<file path="src/hdl/rpn_pkg.sv">
// Shared types and constants for the RPN stack calculator.
package rpn_pkg;

	localparam int DATA_W  = 32;
	localparam int OP_W    = 4;
	localparam int DEPTH_W = 5;

	typedef enum logic [OP_W-1:0] {
		OP_PUSH    = 4'd0,
		OP_ADD     = 4'd1,
		OP_SUB     = 4'd2,
		OP_MUL     = 4'd3,
		OP_DIV     = 4'd4,
		OP_DUP     = 4'd5,
		OP_INC     = 4'd6,
		OP_DEC     = 4'd7,
		OP_INSPECT = 4'd8
	} op_t;

	typedef enum logic [1:0] {
		ST_OK    = 2'd0,
		ST_UNDER = 2'd1,
		ST_OVER  = 2'd2,
		ST_DIV0  = 2'd3
	} status_t;

	typedef enum logic [2:0] {
		S_IDLE,
		S_DECODE,
		S_OPER,
		S_MULW,
		S_DIVW,
		S_RESP
	} ctrl_state_t;

	typedef struct packed {
		logic [OP_W-1:0]          op;
		logic signed [DATA_W-1:0] push_value;
	} in_t;

	typedef struct packed {
		logic signed [DATA_W-1:0] top_value;
		logic [DEPTH_W-1:0]       stack_depth;
		logic [1:0]               status;
	} out_t;

	// Commands from the controller to the datapath.
	typedef struct packed {
		logic    load;
		logic    push;
		logic    dup;
		logic    inc;
		logic    dec;
		logic    rd_second;
		logic    alu_wr;
		logic    mul_cap;
		logic    mul_wr;
		logic    div_start;
		logic    div_wr;
		logic    status_we;
		status_t status;
	} dp_cmd_t;

	// Status from the datapath to the controller.
	typedef struct packed {
		logic [OP_W-1:0] op;
		logic            count_zero;
		logic            count_lt2;
		logic            count_full;
		logic            second_zero;
		logic            div_done;
	} dp_stat_t;

endpackage

</file>
<file path="src/hdl/rpn_div.sv">
// Radix-2 restoring signed divider, quotient truncated toward zero.
module rpn_div (
	input  logic                             clk,
	input  logic                             arst_n,
	input  logic                             start,
	input  logic [rpn_pkg::DATA_W-1:0]       dividend,
	input  logic [rpn_pkg::DATA_W-1:0]       divisor,
	output logic                             done,
	output logic [rpn_pkg::DATA_W-1:0]       quotient
);
	import rpn_pkg::*;

	localparam int CW = $clog2(DATA_W);

	logic              busy_q;
	logic              done_q;
	logic [CW-1:0]     cnt_q;
	logic [DATA_W-1:0] rem_q;
	logic [DATA_W-1:0] quo_q;
	logic [DATA_W-1:0] dvs_q;
	logic              neg_q;
	logic [DATA_W:0]   trial;
	logic              last_step;

	// Trial subtraction of the divisor from the partial remainder.
	assign trial = {rem_q, quo_q[DATA_W-1]} - {1'b0, dvs_q};

	// The last quotient bit is being formed in this cycle.
	assign last_step = busy_q && (cnt_q == CW'(DATA_W - 1));

	always_ff @(posedge clk or negedge arst_n) begin
		if (!arst_n) begin
			busy_q <= 1'b0;
			done_q <= 1'b0;
			cnt_q  <= '0;
		end else begin
			done_q <= !start && last_step;
			if (start) begin
				busy_q <= 1'b1;
				cnt_q  <= '0;
			end else if (busy_q) begin
				cnt_q <= cnt_q + CW'(1);
				if (last_step) begin
					busy_q <= 1'b0;
				end
			end
		end
	end

	always_ff @(posedge clk) begin
		if (start) begin
			rem_q <= '0;
			quo_q <= dividend[DATA_W-1] ? (~dividend + DATA_W'(1)) : dividend;
			dvs_q <= divisor[DATA_W-1] ? (~divisor + DATA_W'(1)) : divisor;
			neg_q <= dividend[DATA_W-1] ^ divisor[DATA_W-1];
		end else if (busy_q) begin
			if (!trial[DATA_W]) begin
				rem_q <= trial[DATA_W-1:0];
				quo_q <= {quo_q[DATA_W-2:0], 1'b1};
			end else begin
				rem_q <= {rem_q[DATA_W-2:0], quo_q[DATA_W-1]};
				quo_q <= {quo_q[DATA_W-2:0], 1'b0};
			end
		end
	end

	assign done     = done_q;
	assign quotient = neg_q ? (~quo_q + DATA_W'(1)) : quo_q;

endmodule

</file>
<file path="src/hdl/rpn_dp.sv">
// Datapath: cached top of stack, stack memory, arithmetic and result register.
module rpn_dp #(
	parameter int STACK_DEPTH = 16
) (
	input  logic             clk,
	input  logic             arst_n,
	input  rpn_pkg::in_t     command,
	input  rpn_pkg::dp_cmd_t cmd,
	output rpn_pkg::dp_stat_t stat,
	output rpn_pkg::out_t    result
);
	import rpn_pkg::*;

	localparam int CNT_W = $clog2(STACK_DEPTH + 1);
	localparam int AW    = $clog2(STACK_DEPTH);

	// Entries below the top live in memory; the top entry lives in top_q.
	logic [DATA_W-1:0] mem [STACK_DEPTH];

	logic [CNT_W-1:0]   count_q;
	logic [DATA_W-1:0]  top_q;
	logic [DATA_W-1:0]  second_q;
	logic [DATA_W-1:0]  prod_q;
	logic [OP_W-1:0]    op_q;
	logic [DATA_W-1:0]  pv_q;
	status_t            status_q;
	logic [CNT_W-1:0]   cnt_m1;
	logic [CNT_W-1:0]   cnt_m2;
	logic [DATA_W-1:0]  quotient;
	logic               div_done;
	logic               count_zero;
	logic [DEPTH_W+CNT_W-1:0] depth_wide;

	assign cnt_m1     = count_q - CNT_W'(1);
	assign cnt_m2     = count_q - CNT_W'(2);
	assign count_zero = (count_q == '0);

	always_ff @(posedge clk or negedge arst_n) begin
		if (!arst_n) begin
			count_q <= '0;
		end else begin
			if (cmd.push || cmd.dup) begin
				count_q <= count_q + CNT_W'(1);
			end else if (cmd.alu_wr || cmd.mul_wr || cmd.div_wr) begin
				count_q <= cnt_m1;
			end
		end
	end

	always_ff @(posedge clk) begin
		if (cmd.load) begin
			op_q     <= command.op;
			pv_q     <= command.push_value;
			status_q <= ST_OK;
		end else if (cmd.status_we) begin
			status_q <= cmd.status;
		end
		// Push and dup spill the old top into memory below the new top.
		if ((cmd.push || cmd.dup) && !count_zero) begin
			mem[cnt_m1[AW-1:0]] <= top_q;
		end
		if (cmd.rd_second) begin
			second_q <= mem[cnt_m2[AW-1:0]];
		end
		if (cmd.mul_cap) begin
			prod_q <= top_q * second_q;
		end
		priority if (cmd.push) begin
			top_q <= pv_q;
		end else if (cmd.inc) begin
			top_q <= top_q + DATA_W'(1);
		end else if (cmd.dec) begin
			top_q <= top_q - DATA_W'(1);
		end else if (cmd.alu_wr) begin
			top_q <= (op_q == OP_ADD) ? (top_q + second_q) : (top_q - second_q);
		end else if (cmd.mul_wr) begin
			top_q <= prod_q;
		end else if (cmd.div_wr) begin
			top_q <= quotient;
		end else begin
			top_q <= top_q;
		end
	end

	rpn_div u_div (
		.clk      (clk),
		.arst_n   (arst_n),
		.start    (cmd.div_start),
		.dividend (top_q),
		.divisor  (second_q),
		.done     (div_done),
		.quotient (quotient)
	);

	assign stat.op          = op_q;
	assign stat.count_zero  = count_zero;
	assign stat.count_lt2   = (count_q < CNT_W'(2));
	assign stat.count_full  = (count_q >= CNT_W'(STACK_DEPTH));
	assign stat.second_zero = (second_q == '0);
	assign stat.div_done    = div_done;

	// The reported depth is the count modulo 32.
	assign depth_wide = {{DEPTH_W{1'b0}}, count_q};

	assign result.top_value   = count_zero ? '0 : top_q;
	assign result.stack_depth = depth_wide[DEPTH_W-1:0];
	assign result.status      = status_q;

endmodule

</file>
<file path="src/hdl/rpn_ctrl.sv">
// Controller state machine that sequences one command through the datapath.
module rpn_ctrl (
	input  logic              clk,
	input  logic              arst_n,
	input  logic              start,
	input  rpn_pkg::dp_stat_t stat,
	output rpn_pkg::dp_cmd_t  cmd,
	output logic              busy,
	output logic              done
);
	import rpn_pkg::*;

	ctrl_state_t state_q;
	ctrl_state_t state_d;
	logic        is_binop;

	assign is_binop = (stat.op == OP_ADD) || (stat.op == OP_SUB) ||
	                  (stat.op == OP_MUL) || (stat.op == OP_DIV);

	always_ff @(posedge clk or negedge arst_n) begin
		if (!arst_n) begin
			state_q <= S_IDLE;
		end else begin
			state_q <= state_d;
		end
	end

	always_comb begin
		state_d = state_q;
		unique case (state_q)
			S_IDLE: begin
				if (start) state_d = S_DECODE;
			end
			S_DECODE: begin
				if (is_binop && !stat.count_lt2) state_d = S_OPER;
				else state_d = S_RESP;
			end
			S_OPER: begin
				if (stat.op == OP_MUL) state_d = S_MULW;
				else if (stat.op == OP_DIV && !stat.second_zero) state_d = S_DIVW;
				else state_d = S_RESP;
			end
			S_MULW: begin
				state_d = S_RESP;
			end
			S_DIVW: begin
				if (stat.div_done) state_d = S_RESP;
			end
			S_RESP: begin
				state_d = S_IDLE;
			end
			default: begin
				state_d = S_IDLE;
			end
		endcase
	end

	always_comb begin
		cmd  = '0;
		busy = (state_q != S_IDLE);
		done = (state_q == S_RESP);
		unique case (state_q)
			S_IDLE: begin
				cmd.load = start;
			end
			S_DECODE: begin
				unique case (stat.op)
					OP_PUSH: begin
						if (stat.count_full) begin
							cmd.status_we = 1'b1;
							cmd.status    = ST_OVER;
						end else begin
							cmd.push = 1'b1;
						end
					end
					OP_ADD, OP_SUB, OP_MUL, OP_DIV: begin
						if (stat.count_lt2) begin
							cmd.status_we = 1'b1;
							cmd.status    = ST_UNDER;
						end else begin
							cmd.rd_second = 1'b1;
						end
					end
					OP_DUP: begin
						if (stat.count_zero) begin
							cmd.status_we = 1'b1;
							cmd.status    = ST_UNDER;
						end else if (stat.count_full) begin
							cmd.status_we = 1'b1;
							cmd.status    = ST_OVER;
						end else begin
							cmd.dup = 1'b1;
						end
					end
					OP_INC, OP_DEC: begin
						if (stat.count_zero) begin
							cmd.status_we = 1'b1;
							cmd.status    = ST_UNDER;
						end else begin
							cmd.inc = (stat.op == OP_INC);
							cmd.dec = (stat.op == OP_DEC);
						end
					end
					default: begin
						// Inspect and every unused code only report the top.
						if (stat.count_zero) begin
							cmd.status_we = 1'b1;
							cmd.status    = ST_UNDER;
						end
					end
				endcase
			end
			S_OPER: begin
				if (stat.op == OP_MUL) begin
					cmd.mul_cap = 1'b1;
				end else if (stat.op == OP_DIV) begin
					if (stat.second_zero) begin
						cmd.status_we = 1'b1;
						cmd.status    = ST_DIV0;
					end else begin
						cmd.div_start = 1'b1;
					end
				end else begin
					cmd.alu_wr = 1'b1;
				end
			end
			S_MULW: begin
				cmd.mul_wr = 1'b1;
			end
			S_DIVW: begin
				cmd.div_wr = stat.div_done;
			end
			S_RESP: begin
				cmd = '0;
			end
			default: begin
				cmd = '0;
			end
		endcase
	end

endmodule

</file>
<file path="src/hdl/rpn_stack_calculator_unit.sv">
// Top level of the RPN stack calculator: controller, datapath and divider.
//
// Usage: the host drives a command (op and push_value) and raises start while
// busy is low; that edge accepts the transaction. busy then stays high until
// the result has been delivered. The result (new top of stack, depth and
// status) appears on the result port for exactly one cycle with done high,
// and is taken at the clock edge that ends that cycle. The receiver cannot
// stall the block, so there is no backpressure on the result side.
//
// Sequence after the accepting edge: push, dup, inc, dec, inspect and every
// failing command other than divide by zero go from decode to the response
// state; add, subtract and divide by zero pass through the operate state;
// multiply also passes through a multiply-write state; divide waits for
// the radix-2 divider, one quotient bit per cycle. One command is in flight
// at a time, so a new transaction can be accepted the cycle after done.
//
// Reset (arst_n low, asynchronous) empties the stack and returns the
// controller to idle. Stack memory is not cleared; only entries that were
// pushed are ever read.
module rpn_stack_calculator_unit #(
	parameter int STACK_DEPTH = 16
) (
	input  logic          clk,
	input  logic          arst_n,
	input  logic          start,
	input  rpn_pkg::in_t  command,
	output logic          busy,
	output logic          done,
	output rpn_pkg::out_t result
);
	import rpn_pkg::*;

	dp_cmd_t  cmd;
	dp_stat_t stat;

	// The controller decides what each cycle does from the datapath flags.
	rpn_ctrl u_ctrl (
		.clk    (clk),
		.arst_n (arst_n),
		.start  (start),
		.stat   (stat),
		.cmd    (cmd),
		.busy   (busy),
		.done   (done)
	);

	// The datapath holds the stack, latches the command and forms the result.
	rpn_dp #(
		.STACK_DEPTH (STACK_DEPTH)
	) u_dp (
		.clk     (clk),
		.arst_n  (arst_n),
		.command (command),
		.cmd     (cmd),
		.stat    (stat),
		.result  (result)
	);

endmodule

</file>
<file path="config.mk">
export PLATFORM = sky130hd
export DESIGN_NAME = rpn_stack_calculator_unit
export DESIGN_NICKNAME = d
export VERILOG_FILES = /design/src/hdl/rpn_pkg.sv /design/src/hdl/rpn_div.sv /design/src/hdl/rpn_dp.sv /design/src/hdl/rpn_ctrl.sv /design/src/hdl/rpn_stack_calculator_unit.sv
export SDC_FILE = /design/constraint.sdc
export NUM_CORES = 2
export LEC_CHECK = 0
export BUFFER_PORTS_ARGS = -buffer_cell sky130_fd_sc_hd__buf_4
export CAP_MARGIN = 20
export CORE_MARGIN = 1.5
export CORE_UTILIZATION = 55
export CTS_BUF_LIST = sky130_fd_sc_hd__clkbuf_4
export DETAILED_ROUTE_END_ITERATION = 12
export PLACE_DENSITY = 0.83
export SLEW_MARGIN = 20
export SYNTH_ARGS = -nofsm -noshare
export SYNTH_HDL_FRONTEND = slang
export SYNTH_SLANG_ARGS = --single-unit
</file>
<file path="constraint.sdc">
create_clock -name clk -period 7.73 [get_ports clk]
set_clock_uncertainty 0.15 [all_clocks]
set_input_delay 0.773 -clock clk [delete_from_list [all_inputs] [get_ports clk]]
set_output_delay 0.773 -clock clk [all_outputs]
set_load 0.03 [all_outputs]
</file>
# --- Word-level counts from Yosys, hierarchy flattened ---
# Memories as Yosys holds them, arrays and structs flattened. A register that Yosys moved wholly into a read port is not among the register bits.
# Index checks and enable logic that the tools add are counted.
classes:
  magnitude_cmp: 2
  n_mul: 1
  n_reduce_logical: 26
  addsub: 12
  n_bitwise: 4
  mux: 59
  eq_ne: 15
op_table:
  columns: ["op", "n"]
  rows:
  - ["$mux W32", 13]
  - ["$add A32 B1 Y32 const B", 4]
  - ["$not A32 Y32", 3]
  - ["$mux W3", 11]
  - ["$sub A33 B32 Y33", 1]
  - ["$add A32 B32 Y32", 1]
  - ["$logic_not A32 Y1", 1]
  - ["$mul A32 B32 Y32", 1]
  - ["$sub A32 B1 Y32 const B", 1]
  - ["$sub A32 B32 Y32", 1]
  - ["$mux W31", 1]
  - ["$mux W5", 5]
  - ["$mux W1", 23]
  - ["$eq A4 B3 Y1 const B", 4]
  - ["$pmux W3 S5", 1]
  - ["$add A5 B1 Y5 const B", 2]
  - ["$pmux W3 S3", 1]
  - ["$eq A4 B2 Y1 const B", 2]
  - ["$eq A3 B2 Y1 const B", 2]
  - ["$eq A3 B3 Y1 const B", 2]
  - ["$logic_or A1 B1 Y1", 6]
  - ["$mux W2", 3]
  - ["$pmux W3 S2", 1]
  - ["$reduce_bool A6 Y1", 1]
  - ["other kinds (20)", 28]
totals:
  regBits: 214
  output_inout_bits: 41
  memories: 1
  wordCells: 135
  input_bits: 39
  ram_bits: 512
memory_table:
  columns: ["name", "words", "word_bits", "read_ports", "rd_clocked_by_memory_dff", "write_ports", "line_no", "source"]
  rows:
  - ["u_dp.mem", 16, 32, 1, 1, 1, "rpn_dp.sv:18", "logic [DATA_W-1:0] mem [STACK_DEPTH];"]

# --- Depth between registers and ports, before layout ---
logic_depth:
  word_depth: 9
  mapped_depth: 29
  depth_no_buf: 25

# --- By module ---
# A second synthesis with hierarchy kept.
unflattened:
  cells_unflattened: 4421
  hier_area_um2: 52659.3
modules_own_cells:
  columns: ["module", "cells_each", "area_each_um2", "seq_area_each_um2", "n_inst"]
  rows:
  - ["rpn_dp", 3492, 44418.9, 19503.7, 1]
  - ["rpn_div", 858, 7757.4, 2767.7, 1]
  - ["rpn_ctrl", 71, 483.0, 75.1, 1]

# --- Worst setup path before layout ---
# OpenSTA, ideal clock, no wires.
synth_path:
  path_type: "register to register"
  from: "register u_dp.top_q[16]"
  to: "register u_dp.prod_q[30] (data pin)"
  setup_slack_ps: 67
  t_arrival_ps: 7255
  n_path_buf: 4
  required_ps: 7322
  setup_ps: 258
  synth_period_minus_slack_ps: 7663
  path_stages_with_launch: 27
  path_cell_list: "edfxtp_1 clkbuf_1 clkbuf_1 clkbuf_1 and2_1 fa_1 inv_1 fa_1 fa_1 fa_1 inv_1 fa_1 inv_1 fa_1 inv_1 fa_1 fa_1 ha_1 clkbuf_1 nand4_1 a211oi_1 a2111oi_0 nand2_1 a2111oi_0 o21bai_1 a21oi_1 xnor2_1"
synth_via:
  elab_chain_len: 1
synth_lines:
  columns: ["element", "line_no", "source"]
  rows:
  - ["start: declaration", "rpn_dp.sv:21", "logic [DATA_W-1:0] top_q;"]
  - ["start signal: assignment", "rpn_dp.sv:69", "top_q <= pv_q;"]
  - ["start signal: assignment", "rpn_dp.sv:71", "top_q <= top_q + DATA_W'(1);"]
  - ["start signal: assignment", "rpn_dp.sv:73", "top_q <= top_q - DATA_W'(1);"]
  - ["$mul A32 B32 Y32", "rpn_dp.sv:66", "prod_q <= top_q * second_q;"]
  - ["end signal: assignment", "rpn_dp.sv:66", null]
  - ["end: declaration", "rpn_dp.sv:23", "logic [DATA_W-1:0] prod_q;"]
# No other way between the ends.
# A chain may end at the register's enable or synchronous reset.

# --- Worst setup path after layout ---
layout_path:
  from: "register u_dp.top_q[23]"
  to: "register u_dp.prod_q[31] (data pin)"
# Same word-level chain as after synthesis.

==> impl_metrics.ini <==
[drt]
met2RoutedLength_mm = 69.6
detail_route.wirelength.met1_mm = 54.8
route.antenna.remaining_nets = 0
viasPerCell = 6.11
met3WireLength_mm = 15.1
dr_pass1_iterations = 6
average_wire_length_per_cell_after_detail_routing_um = 24.5
routed.top_layer = met4
initialDrtViolationCount = 4138
via_count = 36700
drc = 0
route.final.wire_length_mm = 147

[synth]
synth_enable_flop_cells = 709
avgSynthCellArea_sq_um = 11.9
ys_warn_count = 0
synth_flop_cell = sky130_fd_sc_hd__edfxtp_1
netlist-cell-type-count = 88
synth-seq-cells = 758
synthesis.instances = 4412
seq_area_frac_synth_pct = 42.6
post_synth_instance_area_sq_mm = 0.0524
synth_fp_nets = 5061
async_flop_share_pct = 1.98

[floorplanning]
fp.dieH_um = 312
start_util_pct = 55.3
dieWidth_um = 312
design.die.area_sq_mm = 0.0972
rows = 113
boundaryPins = 80
design.core.area_sq_mm = 0.0947

[sta]
setup_viol = 0
setup_repair_after_global_routing_missed_its_margin = no
hold_viol_final = 0
maxClockFrequency_mhz = 134
finalSetupTns_ns = 0
worstMarginPinSlew_ns = 1.08
min_period_ns = 7.46
layout_worst_path_cycle_share_pct = 96.5
final_max_slew_viol_count = 0
slew-limit-headroom_pct = 27.8

[place]
hpwl_mm = 102
place.port_buffers = 79
finalWeightedCongestion = 1.02

[clock_tree]
clock_tree.htree_level_count = 4
tritoncts = built
tritoncts_num_sinks = 758
clock_slew_at_the_register_clock_pins_of_the_worst_setup_and_hold_paths_ns = 0.07
numCtsBuffers = 189
root_buffer = sky130_fd_sc_hd__clkbuf_4
clk-insertion-delay-late_ns = 1.10
clock_tree.buffer_depth = 3

[worst_setup_path]
crit_path_max_fanout = 28
critical-path-max-stage-delay_ns = 0.62
crit_chain = buf_4 > nand2_1 > fa_1 > inv_1 > fa_1 > inv_1 > fa_1 > inv_1 > fa_1 > fa_1 > inv_1 > fa_1 > inv_1 > fa_1 > fa_1 > xor2_1 > xnor2_1 > xnor2_1 > xnor2_1 > xnor2_1 > xnor2_1 > xnor2_1 > xnor2_1
most_repeated_library_cell_on_the_critical_path = sky130_fd_sc_hd__fa_1
crit_path_start_kind = register
criticalPathCategory = register to register
worstPathRequired_ns = 8.39
setup.worst_path.end_class = register
critical_path_arrival_ns = 8.12
critPathTopFamily = adder cells
slowest_stage = sky130_fd_sc_hd__edfxtp_1
path_buf_inv = 6

[layout]
layout.nets = 5241
layout-drive-gt1-share_pct = 15.7
most_frequent_standard_cell_in_the_layout_excluding_fill_and_tap_cells = sky130_fd_sc_hd__edfxtp_1
most-common-layout-cells = 709 x sky130_fd_sc_hd__edfxtp_1, 450 x sky130_fd_sc_hd__inv_1, 420 x sky130_fd_sc_hd__nand2_1
synthToLayoutAreaGrowth_pct = 9.77

[global_routing]
grt_overflow = 0
gr-usage-all-layers_pct = 30.6
global_route_wire_length_before_repair_mm = 224
antenna_found_initial = 7
grt_pass1_vias = 37700
grt_start_max_net_pins = 109

[status]
run_status = completed

[job]
drv.max_cap_violation_count = 0

[min_path]
min_path_type = primary input to async pin
flip-flops by register name, summed over array words and instances (netlist names), 2 cells and up:
signal	count
u_dp.status_q	2
u_dp.pv_q	32
u_dp.op_q	4
u_dp.mem	512
u_dp.count_q	5
u_dp.u_div.dvs_q	32
u_dp.second_q	32
u_dp.top_q	32
u_dp.u_div.rem_q	32
u_dp.u_div.cnt_q	5
u_dp.prod_q	32
u_dp.u_div.quo_q	32
u_ctrl.state_q	3
synth_stat cells (34+ instances only):
library cell,number,share of area [%]
sky130_fd_sc_hd__edfxtp_1,709,41
sky130_fd_sc_hd__inv_1,451,3.2
sky130_fd_sc_hd__nand2_1,420,3.0
sky130_fd_sc_hd__fa_1,410,16
sky130_fd_sc_hd__and2_1,356,4.2
sky130_fd_sc_hd__clkbuf_1,233,1.7
sky130_fd_sc_hd__ha_1,200,4.8
sky130_fd_sc_hd__xnor2_1,188,3.1
sky130_fd_sc_hd__nor2_1,170,1.2
sky130_fd_sc_hd__a21oi_1,168,1.6
sky130_fd_sc_hd__mux4_2,160,6.9
sky130_fd_sc_hd__o21ai_0,153,1.5
sky130_fd_sc_hd__xor2_1,105,1.8
sky130_fd_sc_hd__nand3_1,57,0.54
sky130_fd_sc_hd__nor3_1,54,0.52
sky130_fd_sc_hd__a21o_1,43,0.62
sky130_fd_sc_hd__dfxtp_1,34,1.3
metal layers:
layer | vias up | track usage [%]
li1 | 15800 | -
met1 | 18300 | 39.6
met2 | 2235 | 49.1
met3 | 433 | 6.51
met4 | 0 | 15.8
met5 | - | 0
path summary, 6_finish.rpt:
check	startpoint	endpoint	slack, ns	cells past startpoint
setup reg to reg	u_dp.top_q[23]$_DFFE_PP_	u_dp.prod_q[31]$_DFFE_PP_	0.27	23
hold / removal	arst_n	u_dp.count_q[1]$_DFFE_PN0P_	0.11	2
min in group clk	command[6]	u_dp.pv_q[6]$_DFFE_PP_	0.25	2
setup / recovery	u_dp.top_q[23]$_DFFE_PP_	u_dp.prod_q[31]$_DFFE_PP_	0.27	23
hold reg to reg	u_dp.u_div.rem_q[14]$_SDFFE_PP0P_	u_dp.u_div.rem_q[14]$_SDFFE_PP0P_	0.36	2
max in group asynchronous	arst_n	u_dp.count_q[0]$_DFFE_PN0P_	7.05	2
per-stage QoR:
stage               cell area, sq um  hold slack, ns  util, %  std cells  setup WS (ns)
global route                   57500          0.0103     60.7       6008        0.00374
finish                         57500           0.106     60.7       6010          0.270
global placement               54700           0.331     57.7       5626          0.285
detailed placement             54700           0.349     57.7       5626          0.139
CTS                            57400         0.00259     60.6       6002         0.0799
floorplan                      52400           0.305        -       4412         0.0670
cell families after synthesis:
| kind of cell | after synthesis | synth area share, % |
|---|---|---|
| xor gates and xnor gates | 293 | 4.90 |
| AOI/OAI and AO/OA | 601 | 7.24 |
| buffers and inverters | 730 | 5.47 |
| muxes | 195 | 7.55 |
| and+or+nand+nor | 1225 | 11.8 |
| adders and majority gates | 610 | 20.4 |
| DFF | 758 | 42.6 |
final cells by class:
class / count / area (sq um)
antenna: 6 / 15.0
fill: 7213 / 37200
clock inverter: 85 / 482
clock buffer: 253 / 1900
inverter: 452 / 1700
tap: 1265 / 1580
multi-input combinational: 2924 / 27300
sequential: 758 / 22400
timing repair buffer: 267 / 2180
timing repair:
action	4_1_cts	5_1_grt
setup buffers	0	1
setup endpoints to repair	0	4
hold buffers	38	0
gates resized for setup	0	6
hold endpoints to repair	56	0
Power is not shown: default switching activity piles up to over one toggle a cycle in this logic, so the estimate is an artifact.
